## src/hw/rtl/dq_pkg.sv

```systemverilog
// Shared types and constants for the double-ended queue core.
// No dependencies; imported by dq_ram users and the top level.
`timescale 1ns / 1ps
`default_nettype none

package dq_pkg;

    localparam int DQ_DEPTH  = 64;
    localparam int VALUE_W   = 32;
    localparam int CMD_W     = 3;
    localparam int IDX_W     = 6;
    localparam int CNT_OUT_W = 7;
    localparam int STATUS_W  = 2;

    localparam logic signed [VALUE_W-1:0] EMPTY_VALUE = -32'sd1;

    typedef enum logic [CMD_W-1:0] {
        CMD_PUSH_BACK  = 3'd0,
        CMD_PUSH_FRONT = 3'd1,
        CMD_POP_FRONT  = 3'd2,
        CMD_POP_BACK   = 3'd3,
        CMD_DELETE     = 3'd4
    } t_cmd;

    typedef enum logic [STATUS_W-1:0] {
        STAT_OK    = 2'd0,
        STAT_EMPTY = 2'd1,
        STAT_FULL  = 2'd2,
        STAT_RANGE = 2'd3
    } t_status;

    typedef enum logic [2:0] {
        ST_IDLE,
        ST_SHIFT,
        ST_RD_FRONT,
        ST_RD_BACK,
        ST_FINISH
    } t_state;

endpackage

`default_nettype wire

```

## src/hw/rtl/double_ended_queue_core.sv

```systemverilog
// Bounded double-ended queue of signed 32-bit words on a ring buffer in one RAM.
// Depends on dq_pkg and dq_ram.
//
// Usage:
//   Input channel (i_valid / o_stall) carries one command word: push back,
//   push front, pop front, pop back, or delete at index. A word is taken at
//   a rising edge with i_valid high and o_stall low.
//   Output channel (o_valid / i_stall) returns one result word per command:
//   status, front and back word (-1 when empty), count and empty flag.
//   Result path: a taken command steps through read-front, read-back and
//   finish, then loads the result register; a delete that moves entries
//   first runs the shift state, one entry moved per cycle over the RAM's
//   single read and single write port. A new command, unused codes included,
//   is taken only once the last one is done, as the write / read-front /
//   read-back sequence uses the one RAM read port; deletes add their shift.
//   o_stall is high while a command is being worked on.
//   Receiver stall: the result register holds its word while i_stall is high;
//   a new command is still taken, and its work stops before the result
//   load until the register frees up.
//   Reset (synchronous, i_rst_n low) empties the queue: front pointer and
//   count go to zero. RAM contents are not cleared and need no clearing pass.
`timescale 1ns / 1ps
`default_nettype none

module double_ended_queue_core
    import dq_pkg::*;
#(
    parameter int DEPTH = DQ_DEPTH
) (
    input  wire logic                        i_clk,
    input  wire logic                        i_rst_n,
    // command channel
    input  wire logic                        i_valid,
    output logic                             o_stall,
    input  wire logic [CMD_W-1:0]            i_command,
    input  wire logic signed [VALUE_W-1:0]   i_value,
    input  wire logic [IDX_W-1:0]            i_index,
    // result channel
    output logic                             o_valid,
    input  wire logic                        i_stall,
    output logic [STATUS_W-1:0]              o_status,
    output logic signed [VALUE_W-1:0]        o_front_value,
    output logic signed [VALUE_W-1:0]        o_back_value,
    output logic [CNT_OUT_W-1:0]             o_count,
    output logic                             o_is_empty
);

    localparam int PTR_W = $clog2(DEPTH);
    localparam int CNT_W = $clog2(DEPTH + 1);
    localparam int SUM_W = CNT_W + 1;
    localparam int CMP_W = ((CNT_W > IDX_W) ? CNT_W : IDX_W) + 1;

    // Ring position of (base + off), off at most DEPTH: one compare-subtract.
    function automatic logic [PTR_W-1:0] wrap(input logic [PTR_W-1:0] base,
                                              input logic [CNT_W-1:0] off);
        logic [SUM_W-1:0] sum;
        sum = SUM_W'(base) + SUM_W'(off);
        if (sum >= SUM_W'(DEPTH)) begin
            sum = sum - SUM_W'(DEPTH);
        end
        return sum[PTR_W-1:0];
    endfunction

    // Control state
    t_state           r_state, n_state;
    logic [PTR_W-1:0] r_fp, n_fp;
    logic [CNT_W-1:0] r_count, n_count;
    logic [CNT_W-1:0] r_src, n_src;        // offset of the entry being moved
    t_status          r_status, n_status;
    logic [VALUE_W-1:0] r_front, n_front;

    // Result register
    logic                      r_out_valid;
    t_status                   r_out_status;
    logic signed [VALUE_W-1:0] r_out_front;
    logic signed [VALUE_W-1:0] r_out_back;
    logic [CNT_OUT_W-1:0]      r_out_count;
    logic                      r_out_empty;

    // RAM port signals
    logic               ram_wr_en;
    logic [PTR_W-1:0]   ram_wr_addr;
    logic [VALUE_W-1:0] ram_wr_data;
    logic               ram_rd_en;
    logic [PTR_W-1:0]   ram_rd_addr;
    logic [VALUE_W-1:0] ram_rd_data;

    logic accept;
    logic cnt_zero;
    logic full;
    logic [CMP_W-1:0] idx_c;
    logic [CMP_W-1:0] cnt_c;
    logic del_in_range;
    logic del_shift;
    logic shift_more;
    logic out_free;
    logic [PTR_W-1:0] fp_inc;
    logic [PTR_W-1:0] fp_dec;

    assign accept       = i_valid && (r_state == ST_IDLE);
    assign cnt_zero     = (r_count == '0);
    assign full         = (r_count == CNT_W'(DEPTH));
    assign idx_c        = CMP_W'(i_index);
    assign cnt_c        = CMP_W'(r_count);
    assign del_in_range = (idx_c < cnt_c);
    // Delete not at the front that has later entries to pull forward
    assign del_shift    = del_in_range && (idx_c != '0) && ((idx_c + CMP_W'(1)) < cnt_c);
    assign shift_more   = (SUM_W'(r_src) + SUM_W'(1)) < SUM_W'(r_count);
    assign out_free     = !r_out_valid || !i_stall;
    assign fp_inc       = (r_fp == PTR_W'(DEPTH - 1)) ? '0 : r_fp + PTR_W'(1);
    assign fp_dec       = (r_fp == '0) ? PTR_W'(DEPTH - 1) : r_fp - PTR_W'(1);

    dq_ram #(
        .WIDTH (VALUE_W),
        .DEPTH (DEPTH)
    ) u_store (
        .i_clk     (i_clk),
        .i_wr_en   (ram_wr_en),
        .i_wr_addr (ram_wr_addr),
        .i_wr_data (ram_wr_data),
        .i_rd_en   (ram_rd_en),
        .i_rd_addr (ram_rd_addr),
        .o_rd_data (ram_rd_data)
    );

    // Next state
    always_comb begin
        n_state = r_state;
        case (r_state)
            ST_IDLE: begin
                if (accept) begin
                    if ((t_cmd'(i_command) == CMD_DELETE) && del_shift) begin
                        n_state = ST_SHIFT;
                    end else begin
                        n_state = ST_RD_FRONT;
                    end
                end
            end
            ST_SHIFT: begin
                if (!shift_more) begin
                    n_state = ST_RD_FRONT;
                end
            end
            ST_RD_FRONT: n_state = ST_RD_BACK;
            ST_RD_BACK:  n_state = ST_FINISH;
            ST_FINISH: begin
                if (out_free) begin
                    n_state = ST_IDLE;
                end
            end
            default: n_state = ST_IDLE;
        endcase
    end

    // Datapath and RAM control
    always_comb begin
        n_fp        = r_fp;
        n_count     = r_count;
        n_src       = r_src;
        n_status    = r_status;
        n_front     = r_front;
        ram_wr_en   = 1'b0;
        ram_wr_addr = r_fp;
        ram_wr_data = i_value;
        ram_rd_en   = 1'b0;
        ram_rd_addr = r_fp;
        o_stall     = (r_state != ST_IDLE);

        case (r_state)
            ST_IDLE: begin
                if (accept) begin
                    n_status = STAT_OK;
                    case (t_cmd'(i_command))
                        CMD_PUSH_BACK: begin
                            if (full) begin
                                n_status = STAT_FULL;
                            end else begin
                                ram_wr_en   = 1'b1;
                                ram_wr_addr = wrap(r_fp, r_count);
                                n_count     = r_count + CNT_W'(1);
                            end
                        end
                        CMD_PUSH_FRONT: begin
                            if (full) begin
                                n_status = STAT_FULL;
                            end else begin
                                ram_wr_en   = 1'b1;
                                ram_wr_addr = fp_dec;
                                n_fp        = fp_dec;
                                n_count     = r_count + CNT_W'(1);
                            end
                        end
                        CMD_POP_FRONT: begin
                            if (cnt_zero) begin
                                n_status = STAT_EMPTY;
                            end else begin
                                n_fp    = fp_inc;
                                n_count = r_count - CNT_W'(1);
                            end
                        end
                        CMD_POP_BACK: begin
                            if (cnt_zero) begin
                                n_status = STAT_EMPTY;
                            end else begin
                                n_count = r_count - CNT_W'(1);
                            end
                        end
                        CMD_DELETE: begin
                            if (!del_in_range) begin
                                n_status = STAT_RANGE;
                            end else if (idx_c == '0) begin
                                // delete at the front is a pop front
                                n_fp    = fp_inc;
                                n_count = r_count - CNT_W'(1);
                            end else if (del_shift) begin
                                // fetch the entry after the gap; count drops after the shift
                                n_src       = CNT_W'(i_index) + CNT_W'(1);
                                ram_rd_en   = 1'b1;
                                ram_rd_addr = wrap(r_fp, CNT_W'(i_index) + CNT_W'(1));
                            end else begin
                                // last entry: just drop it
                                n_count = r_count - CNT_W'(1);
                            end
                        end
                        default: begin
                        end
                    endcase
                end
            end
            ST_SHIFT: begin
                // move the fetched entry one place toward the front
                ram_wr_en   = 1'b1;
                ram_wr_addr = wrap(r_fp, r_src - CNT_W'(1));
                ram_wr_data = ram_rd_data;
                if (shift_more) begin
                    ram_rd_en   = 1'b1;
                    ram_rd_addr = wrap(r_fp, r_src + CNT_W'(1));
                    n_src       = r_src + CNT_W'(1);
                end else begin
                    n_count = r_count - CNT_W'(1);
                end
            end
            ST_RD_FRONT: begin
                ram_rd_en   = !cnt_zero;
                ram_rd_addr = r_fp;
            end
            ST_RD_BACK: begin
                n_front     = ram_rd_data;
                ram_rd_en   = !cnt_zero;
                ram_rd_addr = wrap(r_fp, r_count - CNT_W'(1));
            end
            ST_FINISH: begin
            end
            default: begin
            end
        endcase
    end

    // Control registers
    always_ff @(posedge i_clk) begin
        if (!i_rst_n) begin
            r_state  <= ST_IDLE;
            r_fp     <= '0;
            r_count  <= '0;
        end else begin
            r_state  <= n_state;
            r_fp     <= n_fp;
            r_count  <= n_count;
        end
    end

    // Working payload registers
    always_ff @(posedge i_clk) begin
        r_src    <= n_src;
        r_status <= n_status;
        r_front  <= n_front;
    end

    // Result register: hold while the receiver stalls
    always_ff @(posedge i_clk) begin
        if (!i_rst_n) begin
            r_out_valid <= 1'b0;
        end else if ((r_state == ST_FINISH) && out_free) begin
            r_out_valid <= 1'b1;
        end else if (!i_stall) begin
            r_out_valid <= 1'b0;
        end
    end

    always_ff @(posedge i_clk) begin
        if ((r_state == ST_FINISH) && out_free) begin
            r_out_status <= r_status;
            r_out_front  <= cnt_zero ? EMPTY_VALUE : r_front;
            r_out_back   <= cnt_zero ? EMPTY_VALUE : ram_rd_data;
            r_out_count  <= CNT_OUT_W'(r_count);
            r_out_empty  <= cnt_zero;
        end
    end

    assign o_valid       = r_out_valid;
    assign o_status      = r_out_status;
    assign o_front_value = r_out_front;
    assign o_back_value  = r_out_back;
    assign o_count       = r_out_count;
    assign o_is_empty    = r_out_empty;

endmodule

`default_nettype wire

```

## src/hw/rtl/dq_ram.sv

```systemverilog
// Generic simple dual-port RAM: one write port, one read port, registered read.
// No dependencies.
`timescale 1ns / 1ps
`default_nettype none

module dq_ram #(
    parameter int WIDTH = 32,
    parameter int DEPTH = 64
) (
    input  wire logic                     i_clk,
    input  wire logic                     i_wr_en,
    input  wire logic [$clog2(DEPTH)-1:0] i_wr_addr,
    input  wire logic [WIDTH-1:0]         i_wr_data,
    input  wire logic                     i_rd_en,
    input  wire logic [$clog2(DEPTH)-1:0] i_rd_addr,
    output logic      [WIDTH-1:0]         o_rd_data
);

    logic [WIDTH-1:0] r_mem [DEPTH];

    always_ff @(posedge i_clk) begin
        if (i_wr_en) begin
            r_mem[i_wr_addr] <= i_wr_data;
        end
        if (i_rd_en) begin
            o_rd_data <= r_mem[i_rd_addr];
        end
    end

endmodule

`default_nettype wire
```

## config.mk

```make
export PLATFORM = sky130hd
export DESIGN_NAME = double_ended_queue_core
export DESIGN_NICKNAME = d
export VERILOG_FILES = /design/src/hw/rtl/dq_pkg.sv /design/src/hw/rtl/double_ended_queue_core.sv /design/src/hw/rtl/dq_ram.sv
export SDC_FILE = /design/constraint.sdc
export NUM_CORES = 2
export LEC_CHECK = 0
export BUFFER_PORTS_ARGS = -buffer_cell sky130_fd_sc_hd__buf_2
export CAP_MARGIN = 20
export CORE_UTILIZATION = 50
export DETAILED_ROUTE_END_ITERATION = 8
export PLACE_DENSITY = 0.72
export REMOVE_ABC_BUFFERS = 1
export SLEW_MARGIN = 20
export SYNTH_ARGS = -nofsm -noshare
export SYNTH_HDL_FRONTEND = slang
export SYNTH_SLANG_ARGS = --single-unit
```

## constraint.sdc

```tcl
create_clock -name i_clk -period 7.1 [get_ports i_clk]
set_clock_uncertainty 0.2 [all_clocks]
set_input_delay 1.065 -clock i_clk [delete_from_list [all_inputs] [get_ports i_clk]]
set_output_delay 1.065 -clock i_clk [all_outputs]
set_load 0.03 [all_outputs]
```

Yosys cells after proc, flatten, opt, wreduce, memory -nomap -nowiden
Memory sizes are Yosys's and may differ from the RTL's. A register that Yosys moved wholly into a read port is not among the register bits.
Cells that the tools add are included.
{ "totals": {"reg_bits": 132, "wordCells": 157, "n_memories": 1, "ramBits": 2048} }
{ "classes": {"addsub": 19, "eq_ne": 27, "reduce_logical": 26, "order_cmp": 8, "n_mux": 64} }
{ "memory_table": {"columns": ["name", "words", "width", "rd", "rd_clocked_by_memory_dff", "write_ports", "line_no", "rtl"], "rows": [
  ["u_store.r_mem", 64, 32, 1, 1, 1, "dq_ram.sv:19", "logic [WIDTH-1:0] r_mem [DEPTH];"]
]} }
{ "ops": {"columns": ["cell", "count"], "rows": [
  ["$mux 6", 19],
  ["$mux 7", 13],
  ["$add 6x7->8", 5],
  ["$ge 8x7->1 const B", 5],
  ["$pmux 6 s3", 2],
  ["$sub 6x1->6 const B", 6],
  ["$mux 32", 1],
  ["$pmux 7 s2", 2],
  ["$pmux 6 s2", 2],
  ["$pmux 7 s3", 1],
  ["$ne 2x2->1 const B", 9],
  ["$pmux 3 s5", 1],
  ["$add 6x1->7 const B", 2],
  ["$add 7x1->7 const B", 2],
  ["$mux 1", 14],
  ["$sub 7x1->7 const B", 2],
  ["$eq 3x2->1 const B", 4],
  ["$mux 3", 3],
  ["$ne 3x3->1 const B", 3],
  ["$add 7x1->8 const B", 1],
  ["$logic_not 8->1", 1],
  ["$lt 8x7->1", 1],
  ["$ne 4x3->1 const B", 2],
  ["$reduce_and 8->1", 1],
  ["26 further kinds", 42]
]} }

Longest topological paths before layout
{ "depth": {"depth_word": 10, "mapped_depth": 23} }

Cells and area by module
Synthesis repeated with hierarchy kept, for this count alone.
{ "unflattened": {"hier_cells": 4270, "hier_area_um2": 87063.5} }
{ "by_module_without_submodules": {"columns": ["mod", "seq_area_each_um2", "area_each_um2", "instances", "cells_each"], "rows": [
  ["dq_ram", 62459.9, 79359.9, 1, 3511],
  ["double_ended_queue_core", 3793.6, 7703.6, 1, 759]
]} }

Worst setup path after synthesis
No wires, ideal clock.
{ "synth_path": {"kind": "in2reg", "start": "in i_stall", "end": "reg r_out_back[0] (netlist: o_back_value[0]) (enable)", "required_ns": 6.369, "setup_slack_ns": 1.697, "path_buffers": 0, "arrival_ns": 4.673, "setup_time_ns": 0.531, "stages": 1, "cell_sequence": "a21oi_1"} }
{ "synth_between": {"elab_chain_cells": 3} }
{ "synth_rtl": {"columns": ["element", "line_no", "rtl"], "rows": [
  ["start, declared", "double_ended_queue_core.sv:40", "input wire logic i_stall,"],
  ["$logic_not 1->1", null, null],
  ["$logic_or 1x1->1", "double_ended_queue_core.sv:109", "assign out_free = !r_out_valid || !i_stall;"],
  ["$logic_and 1x1->1", "double_ended_queue_core.sv:291", "if ((r_state == ST_FINISH) && out_free) begin"],
  ["end signal, assigned", "double_ended_queue_core.sv:294", "r_out_back <= cnt_zero ? EMPTY_VALUE : ram_rd_data;"],
  ["end, declared", "double_ended_queue_core.sv:76", "logic signed [VALUE_W-1:0] r_out_back;"]
]} }
Every way passes these cells.
A chain may end at the register's enable or synchronous reset.

Final worst setup path
{ "layout_path": {"start": "reg r_src[2]", "end": "reg u_store.o_rd_data[0] (read register of u_store.r_mem), data pin"} }
{ "layout_between": {"elab_chain_cells": 6} }
{ "layout_rtl": {"columns": ["element", "line_no", "rtl"], "rows": [
  ["start, declared", "double_ended_queue_core.sv:68", "logic [CNT_W-1:0] r_src, n_src;"],
  ["start signal, assigned", "double_ended_queue_core.sv:274", "r_src <= n_src;"],
  ["$add 7x1->7", "double_ended_queue_core.sv:237", "ram_rd_addr = wrap(r_fp, r_src + CNT_W'(1));"],
  ["$add 6x7->8", "double_ended_queue_core.sv:57", "sum = SUM_W'(base) + SUM_W'(off);"],
  ["$ge 8x7->1 or $sub 6x1->6 (tied branches)", "double_ended_queue_core.sv:58, double_ended_queue_core.sv:59", null],
  ["$mux 6", "double_ended_queue_core.sv:58", "if (sum >= SUM_W'(DEPTH)) begin"],
  ["$mux 6", "double_ended_queue_core.sv:235", "if (shift_more) begin"],
  ["$pmux 6 s3", "double_ended_queue_core.sv:169", "case (r_state)"],
  ["end, declared", "dq_ram.sv:16", "output logic [WIDTH-1:0] o_rd_data"]
]} }
Several ways; a longest one is shown, not always the timed one.

==> flow_metrics.py <==
metrics = {
    "run_status": {
        "status": "complete, no violations",
    },
    "sta": {
        "worst_pin_slew_ns": 1.15,
        "rsz0062_at_grt": "no",
        "finalHoldViolCount": 0,
        "finalSetupViolations": 0,
        "drv_slew": 0,
        "fin_crit_sh_pct": 90.6,
        "fin_crit_ns": 6.44,
        "slew-limit-headroom_pct": 23.2,
        "max_freq_mhz": 155,
    },
    "placed_design": {
        "place_inst": 7323,
        "io_buffer_count": 120,
        "placed_cell_area_mm2": 0.0920,
        "hpwlAfterDp_mm": 141,
        "gp_congestion": 0.885,
    },
    "route": {
        "final_antenna_net_count": 0,
        "drc": 0,
        "vias_per_cell": 6.48,
        "drt_wl_total_mm": 238,
        "routedWlPerCell_um": 30.9,
        "drt_iter0_drc": 7822,
        "num_vias": 49900,
        "detail_route.first_pass.iterations": 6,
    },
    "floorplan": {
        "start_util_pct": 50.4,
        "fp.dieW_um": 418,
        "io_pins": 121,
        "die-height_um": 418,
        "core_mm2": 0.172,
        "dieArea_mm2": 0.175,
        "std_cell_rows": 152,
    },
    "global_route": {
        "grt_first_pass_wirelength_mm": 342,
        "antenna_found_initial": 3,
        "grt_max_degree": 114,
        "track_usage_pct": 27.2,
        "overflow": 0,
        "grt_pass1_vias": 49000,
    },
    "logic_synthesis": {
        "synthArstFlopShare_pct": 0,
        "avgSynthCellArea_um2": 17.5,
        "ys.flop_type": "edfxtp_1",
        "ys_warn_count": 0,
        "synth_edf_count": 2195,
        "syn_area_mm2": 0.0867,
        "ys_types": 80,
        "yosysSeqAreaShare_pct": 76.4,
        "synth-seq-cells": 2212,
        "syn_inst": 4950,
    },
    "worst_setup_path": {
        "slowest_delay_ns": 0.99,
        "crit_arrival_ns": 6.88,
        "crit_fanout": 24,
        "crit_family": "compound AO/OA/AOI/OAI gates",
        "crit_slowest_cell": "or2b_2",
        "endpoint_kind": "register",
        "crit_buf_inv": 2,
        "path_cells": "and3_1, nand3_1, xor2_1, inv_1, ha_1, a21o_1, a21oi_1, o211ai_1, o31ai_1, a2bb2oi_1, o311ai_2, or2b_2, buf_4, o22ai_1, or4_1, a211oi_1",
        "crit_path_start_kind": "register",
        "reg2reg_from": "r_src[2]",
        "crit_start": "r_src[2]",
        "required_ns": 7.54,
        "criticalPathCategory": "register to register",
    },
    "clock_tree": {
        "cts_setup_buffers": 0,
        "clk_pin_slew_ns": 0.06,
        "clock-sinks": 2212,
        "clockRootBuffer": "clkbuf_16",
        "htreeDepth": 4,
        "clockBufferDepth": 3,
        "clock_latency_ns": 0.85,
        "cts.hold.buffers_added": 0,
        "cts_buffers": 210,
        "cts_tree": "yes",
        "post_cts_resized": 0,
    },
    "finish": {
        "stdcell_area_mm2": 0.0987,
        "diodes": 0,
        "fin_cells": 7704,
        "most-common-layout-cells": "edfxtp_1, nand2_1, mux4_2",
        "nFillCells": 12500,
        "area_delta_synth_final_pct": 13.8,
        "nets": 5326,
        "drive_above_1_share_pct": 21.7,
        "final_common_cell": "edfxtp_1",
    },
    "power_and_ir_drop": {
        "p_leak_uw": 0.0315,
        "fin_total_pwr_uw": 30900,
        "pwr_density_cell_mw_per_mm2": 313,
        "ir_drop_mv": 0.266,
    },
    "min_path": {
        "worstHoldStart": "r_status[0]",
        "hold_class": "register to register",
    },
    "job": {
        "drv_cap": 0,
    },
}
==> per-layer routing <==
layer	global-route usage [%]	share of wire (%)	up-vias
met5	0	0	-
met4	13.0	5.3	0
met3	5.11	11	607
met2	42.7	47	3491
met1	36.8	37	25500
li1	-	-	20300
==> final timing paths <==
path | to | slack, ns | depth (start not counted)
worst max register to register | u_store.o_rd_data[0] | 0.66 | 16
worst max-delay path | u_store.o_rd_data[0] | 0.66 | 16
worst min-delay path | o_status[0] | 0.29 | 0
worst min register to register | o_status[0] | 0.29 | 0
==> through the flow <==
step	utilization [%]	setup slack, ns	setup TNS, ns	hold slack (ns)
after global routing	57.4	0.377	0	0.288
after CTS	57.3	0.806	0	0.274
after global placement	53.5	0.616	0	0.268
after detailed placement	53.5	0.503	0	0.272
after floorplan	-	-14.10	-445.15	0.200
final	57.4	0.665	0	0.289
==> area by class of cell <==
cell class              instances  area (um2)  area share (%)
flip-flops and latches       2212       66300            67.1
multi-input cells            2402       19700            19.9
well taps                    2310        2890            2.93
repair buffers                366        3200            3.24
clock inverters               118        1040            1.06
clock buffers                 262        5490            5.57
inverters                      34         128           0.129
==> power by group <==
group / switching [uW] / internal (uW) / leakage (uW)
Combinational: 3210 / 1810 / 0.00846
Clock: 4820 / 5960 / 0.00319
Sequential: 157 / 15000 / 0.0199
Total: 8180 / 22700 / 0.0315
==> synthesized netlist by cell type, types with 24 or more instances <==
master	count	area share [%]
edfxtp_1	2195	76
nand2_1	723	3.1
mux4_2	314	8.2
a21oi_1	234	1.4
o22ai_1	200	1.4
clkbuf_1	139	0.60
nor2_1	128	0.55
a32oi_1	124	1.3
buf_2	88	0.51
or2_2	67	0.48
nand3_1	59	0.34
o21ai_0	52	0.30
ha_1	50	0.72
and3_1	49	0.35
buf_1	38	0.16
inv_1	34	0.15
or4_1	33	0.29
buf_4	29	0.25
a31oi_1	28	0.20
o32ai_1	25	0.25
a22oi_1	24	0.21
==> flip-flops by register name (all words and copies together), names as in the netlist <==
name and cells:
o_valid 1, o_is_empty 1, o_back_value 32, r_status 2, u_store.r_mem 2048, r_count 7
r_src 7, o_front_value 32, o_status 2, u_store.o_rd_data 32, r_fp 6, r_front 32
r_state 3, o_count 7
==> logic make-up (layout without fill, tap and decap cells) <==
family          Yosys count  in the layout  synth area share [%]
mux                     338            338                  8.43
xor+xnor                 38             38                 0.384
fa+ha+maj                55             55                 0.837
buf+inv                 336            780                  1.78
flops                  2212           2212                  76.4
simple gates           1162           1162                  5.91
compound gates          809            809                  6.24
Power figures use the tool's default switching activity.
